===== config.mk =====
export PLATFORM = sky130hd
export DESIGN_NAME = isc_lane
export DESIGN_NICKNAME = d
export VERILOG_FILES = /design/src/sv/isc_pkg.sv /design/src/sv/isc_lane.sv
export SDC_FILE = /design/constraint.sdc
export NUM_CORES = 2
export LEC_CHECK = 0
export ABC_AREA = 1
export BUFFER_PORTS_ARGS = -buffer_cell sky130_fd_sc_hd__buf_2
export CAP_MARGIN = 20
export CORE_MARGIN = 8
export CORE_UTILIZATION = 45
export CTS_CLUSTER_DIAMETER = 80
export DETAILED_ROUTE_END_ITERATION = 10
export PLACE_DENSITY = 0.67
export SLEW_MARGIN = 10
export SYNTH_ARGS = -nofsm -noshare
export SYNTH_HDL_FRONTEND = slang
export SYNTH_SLANG_ARGS = --single-unit

===== constraint.sdc =====
create_clock -name clock -period 17.2 [get_ports clock]
set_input_delay 0.86 -clock clock [delete_from_list [all_inputs] [get_ports clock]]
set_output_delay 0.86 -clock clock [all_outputs]
set_load 0.01 [all_outputs]

===== src/sv/isc_pkg.sv =====
`timescale 1ns / 1ps
`default_nettype none
// ----------------------------------------------------------------------------
// isc_pkg
// Shared widths, codes and types for the image similarity check.
// ----------------------------------------------------------------------------
package isc_pkg;

   localparam int NUM_CH     = 4;
   localparam int BLK_W      = 16;
   localparam int PIX_W      = 8;
   localparam int F2_W       = 9;
   localparam int F2SQ_W     = 17;
   localparam int CNT_W      = 21;
   localparam int SUM_W      = 37;
   localparam int SQ_W       = 53;
   localparam int COLOUR_W   = 39;
   localparam int MUL_W      = 76;
   localparam int PROD_W     = 2 * MUL_W;
   localparam int CMP_W      = 160;
   localparam int MUL_CNT_W  = $clog2(MUL_W);
   localparam int MAX_PIXELS = 1048576;
   localparam int MAX_FACTOR = 16;

   localparam logic [2:0] RSN_MATCH  = 3'd0;
   localparam logic [2:0] RSN_EMPTY  = 3'd1;
   localparam logic [2:0] RSN_LEVEL  = 3'd2;
   localparam logic [2:0] RSN_FLAT   = 3'd3;
   localparam logic [2:0] RSN_CORR   = 3'd4;
   localparam logic [2:0] RSN_ALPHA  = 3'd5;
   localparam logic [2:0] RSN_COLOUR = 3'd6;

   localparam logic [1:0] CH_RED   = 2'd0;
   localparam logic [1:0] CH_BLUE  = 2'd2;
   localparam logic [1:0] CH_ALPHA = 2'd3;

   typedef struct packed {
      logic [SUM_W-1:0] sum_large;
      logic [SUM_W-1:0] sum_small;
      logic [SQ_W-1:0]  sum_large_sq;
      logic [SQ_W-1:0]  sum_small_sq;
      logic [SQ_W-1:0]  sum_cross;
      logic [SUM_W-1:0] sum_abs_error;
   } lane_sums_type;

   // Block area for a register value, with the factor clamped to 1..MAX_FACTOR.
   function automatic logic [F2_W-1:0] f2_of(input logic [4:0] factor);
      logic [4:0] f;
      f = factor;
      if (factor == 5'd0) begin
         f = 5'd1;
      end else if (factor > 5'(MAX_FACTOR)) begin
         f = 5'(MAX_FACTOR);
      end
      return F2_W'(f * f);
   endfunction

endpackage
`default_nettype wire


===== src/sv/isc_lane.sv =====
`timescale 1ns / 1ps
`default_nettype none
// ----------------------------------------------------------------------------
// isc_lane
// One color channel: block box sum and per-image moment accumulators.
// ----------------------------------------------------------------------------
module isc_lane
   import isc_pkg::*;
(
   input  wire logic                clock,
   input  wire logic                reset,
   input  wire logic                take,
   input  wire logic [PIX_W-1:0]    large_pix,
   input  wire logic [PIX_W-1:0]    small_pix,
   input  wire logic                block_end,
   input  wire logic                image_end,
   input  wire logic                count_ok,
   input  wire logic [F2_W-1:0]     f2,
   input  wire logic                clear,
   output lane_sums_type            sums
);

   logic [BLK_W-1:0] block_sum_ff, block_sum_in;
   logic [BLK_W:0]   raw_sum;
   logic [BLK_W-1:0] sat_sum;
   logic             close_ff, close_in;
   logic [BLK_W-1:0] s_ff;
   logic [PIX_W-1:0] b_ff;
   logic [F2_W-1:0]  f2_ff;
   lane_sums_type    sums_ff, sums_in;
   logic [BLK_W:0]   bs;
   logic [BLK_W:0]   abs_err;

   assign raw_sum = {1'b0, block_sum_ff} + (BLK_W+1)'(large_pix);
   assign sat_sum = raw_sum[BLK_W] ? {BLK_W{1'b1}} : raw_sum[BLK_W-1:0];

   always_comb begin
      block_sum_in = block_sum_ff;
      close_in     = 1'b0;
      if (take) begin
         block_sum_in = (block_end || image_end) ? '0 : sat_sum;
         close_in     = block_end && count_ok;
      end
   end

   // The block multiplies are formed from the registered close stage.
   assign bs      = (BLK_W+1)'(b_ff) * (BLK_W+1)'(f2_ff);
   assign abs_err = ({1'b0, s_ff} > bs) ? ({1'b0, s_ff} - bs) : (bs - {1'b0, s_ff});

   always_comb begin
      sums_in = sums_ff;
      if (clear) begin
         sums_in = '0;
      end else if (close_ff) begin
         sums_in.sum_large     = sums_ff.sum_large + SUM_W'(s_ff);
         sums_in.sum_small     = sums_ff.sum_small + SUM_W'(b_ff);
         sums_in.sum_large_sq  = sums_ff.sum_large_sq + SQ_W'(s_ff * s_ff);
         sums_in.sum_small_sq  = sums_ff.sum_small_sq + SQ_W'(b_ff * b_ff);
         sums_in.sum_cross     = sums_ff.sum_cross + SQ_W'((BLK_W+PIX_W)'(s_ff) *
                                                           (BLK_W+PIX_W)'(b_ff));
         sums_in.sum_abs_error = sums_ff.sum_abs_error + SUM_W'(abs_err);
      end
   end

   always_ff @(posedge clock) begin
      if (reset) begin
         block_sum_ff <= '0;
         close_ff     <= 1'b0;
         sums_ff      <= '0;
      end else begin
         block_sum_ff <= block_sum_in;
         close_ff     <= close_in;
         sums_ff      <= sums_in;
      end
   end

   always_ff @(posedge clock) begin
      if (close_in) begin
         s_ff  <= sat_sum;
         b_ff  <= small_pix;
         f2_ff <= f2;
      end
   end

   assign sums = sums_ff;

endmodule
`default_nettype wire


==> results.toml <==
[outcome]
status = "complete, no violations"

[synth]
yosysWarnings = 0
async_flop_share_pct = 0
ys_seq_area_share_pct = 17.4
yosys_register_bits = 320
yosys.area.top_type = "fa_1"
syn_avg_cell_area_um2 = 6.78
synth_top_area_share_pct = 20.0
syn_nets = 6451
syn_inst = 5719
synth_edf_count = 33
synthFlopType = "dfxtp_1"
yosysUniqueCellTypes = 52
yosys-top-cells-count = "nand2_1, inv_1, nor2_1"
syn_area_um2 = 38800
yosysMostFrequentCell = "nand2_1"
synthTopCellsByArea = "fa_1, dfxtp_1, nand2_1, inv_1, ha_1"

[placement]
portBuffers = 301
gp_congestion = 0.969
place_area_um2 = 41300
post-place-cells = 7031
pre_cts_ws_ps = 9180
hpwl_um = 97900

[floorplan]
num_rows = 107
core_area_um2 = 85300
die_y_um = 310
initial_core_util_pct = 45.5
die_area_um2 = 95900
fp.dieW_um = 310
io_pins = 302

[pwr]
finalPower_mw = 5.83
power_leakage_nw = 23.8
vdd_drop_max_mv = 0.133
power_density_nw_per_um2 = 136

[hold_path]
hold_path_depth = 1
hold_end = "b_ff[0]"
hold_class = "in2reg"
min_from = "small_pix[0]"

[timing]
relSlewSlack_pct = 31.4
tightest_slew_ps = 1030
fin_crit_sh_pct = 46.5
setup_viol = 0
slew_violations = 0
skew_ps = 39.8
rsz0062_at_grt = "false"
tns_ps = 0
final_hold_viol_count = 0
fin_ws_ps = 9200
period_needed_ps = 8000
clock.fmax_ghz = 0.125

[routing]
drcViolationCount = 0
wl_um = 124000
drtPass1Iterations = 8
drtAntennaViolNets = 0
via_per_inst = 5.07
drt_iter0_markers = 2735
wire_per_inst_um = 17.4
num_vias = 36085

[clock_tree]
clk_pin_slew_ps = 60
root_buffer = "clkbuf_16"
cts_hold_buf = 0
post_cts_resized = 0
cts_setup_buffers = 0
cts_tree = "yes"
cts_sinks = 320
cts_made_buffers = 47
clockBufferDepth = 3
clk_latency_ps = 610
cts_max_level = 2

[final_layout]
area_growth_pct = 10.6
multi_input_area_um2 = 26300
layout.cells.non_filler = 7120
layout-drive-gt1-share_pct = 8.74
fillers = 8645
fin_area_um2 = 42900
final_nets = 6668
seqCellArea_um2 = 6740

[critical_path]
path_class = "reg2reg"
cp-start-kind = "flop"
end_kind = "flop"
cp_slowest_stage_delay_ps = 550
r2r_cells = 41
r2r_start = "b_ff[7]"
worst_ep_required_time_ps = 17710
path_common_cell = "inv_1"
crit_arrival_ps = 8510
timing.rr.end = "sums[14]"
slowest_stage = "fa_1"
timing.reg2reg.setup_slack_ps = 9200
crit_fanout = 34

[job]
cap_violations = 0

[global_routing]
overflow = 0
grt_max_degree = 152
gr-usage-all-layers_pct = 25.6
grt_pass1_vias = 35068
grt_pass1_wl_um = 195000
antenna_found_initial = 0
registers in the layout, summed over array words and instances, names as in the netlist:
name,cells
b_ff,8
block_sum_ff,16
close_ff,1
f2_ff,9
s_ff,16
sums,270
report_power, final:
group	internal, mW	switching [mW]
registers	0.762	0.00977
clock network	0.613	0.408
logic	1.34	2.70
cells by family after synthesis:
family | count (synthesis) | synth area share (%)
compound gates | 632 | 8.75
xor+xnor | 119 | 2.69
fa+ha+maj | 700 | 30.1
buf+inv | 1516 | 15.0
flops | 320 | 17.4
mux | 1 | 0.0290
simple gates | 2431 | 26.1
metrics by stage:
| stage | util [%] | hold slack [ps] |
|---|---|---|
| 2_1_floorplan | - | 447 |
| 3_3_place_gp | 48.4 | 446 |
| 3_5_place_dp | 48.4 | 456 |
| 4_1_cts | 50.3 | 382 |
| 5_1_grt | 50.3 | 398 |
| 6_report | 50.3 | 419 |
routing by layer:
metal / global-route usage, % / up-vias / share of wire (%)
met5: 0 / - / 0
met4: 5.65 / 0 / 2.1
met3: 5.44 / 160 / 8.6
met2: 40.5 / 1157 / 44
met1: 35.8 / 16987 / 45
li1: - / 17781 / -
worst max-delay path by stage:
| stage | startpoint | endpoint | cells after the start |
|---|---|---|---|
| final | b_ff[7] | sums[14] | 41 |
| after global routing | b_ff[7] | sums[28] | 46 |
| after CTS | b_ff[7] | sums[14] | 41 |
| after detailed placement | b_ff[7] | sums[14] | 41 |
| after global placement | b_ff[7] | sums[14] | 41 |
| after floorplan | b_ff[5] | sums[14] | 44 |
critical path, delay by kind of cell (launching register included):
family	cells	cell delay, ps
compound gates	4	690
xor+xnor	2	310
fa+ha+maj	7	3330
buf+inv	9	920
flops	1	320
simple gates	19	2290
final cells by class:
cell class | instances | area share, %
inverter | 1351 | 11.8
tap | 1144 | 3.34
multi-input combinational | 3883 | 61.2
clock buffer | 66 | 3.24
clock inverter | 22 | 0.571
antenna | 1 | 0.00583
sequential | 320 | 15.7
timing repair buffer | 333 | 4.10
placed cells by master, fill, tap and decap left out, types with 74 or more instances in the layout:
master,netlist,final
a21oi_1,323,323
buf_2,28,301
dfxtp_1,287,286
fa_1,388,388
ha_1,312,312
inv_1,1342,1342
nand2_1,1375,1375
nand3_1,243,243
nand4_1,76,76
nor2_1,548,547
nor3_1,75,74
o21ai_0,218,218
xor2_1,87,87
Note: power is estimated with default switching activity, not from simulation.
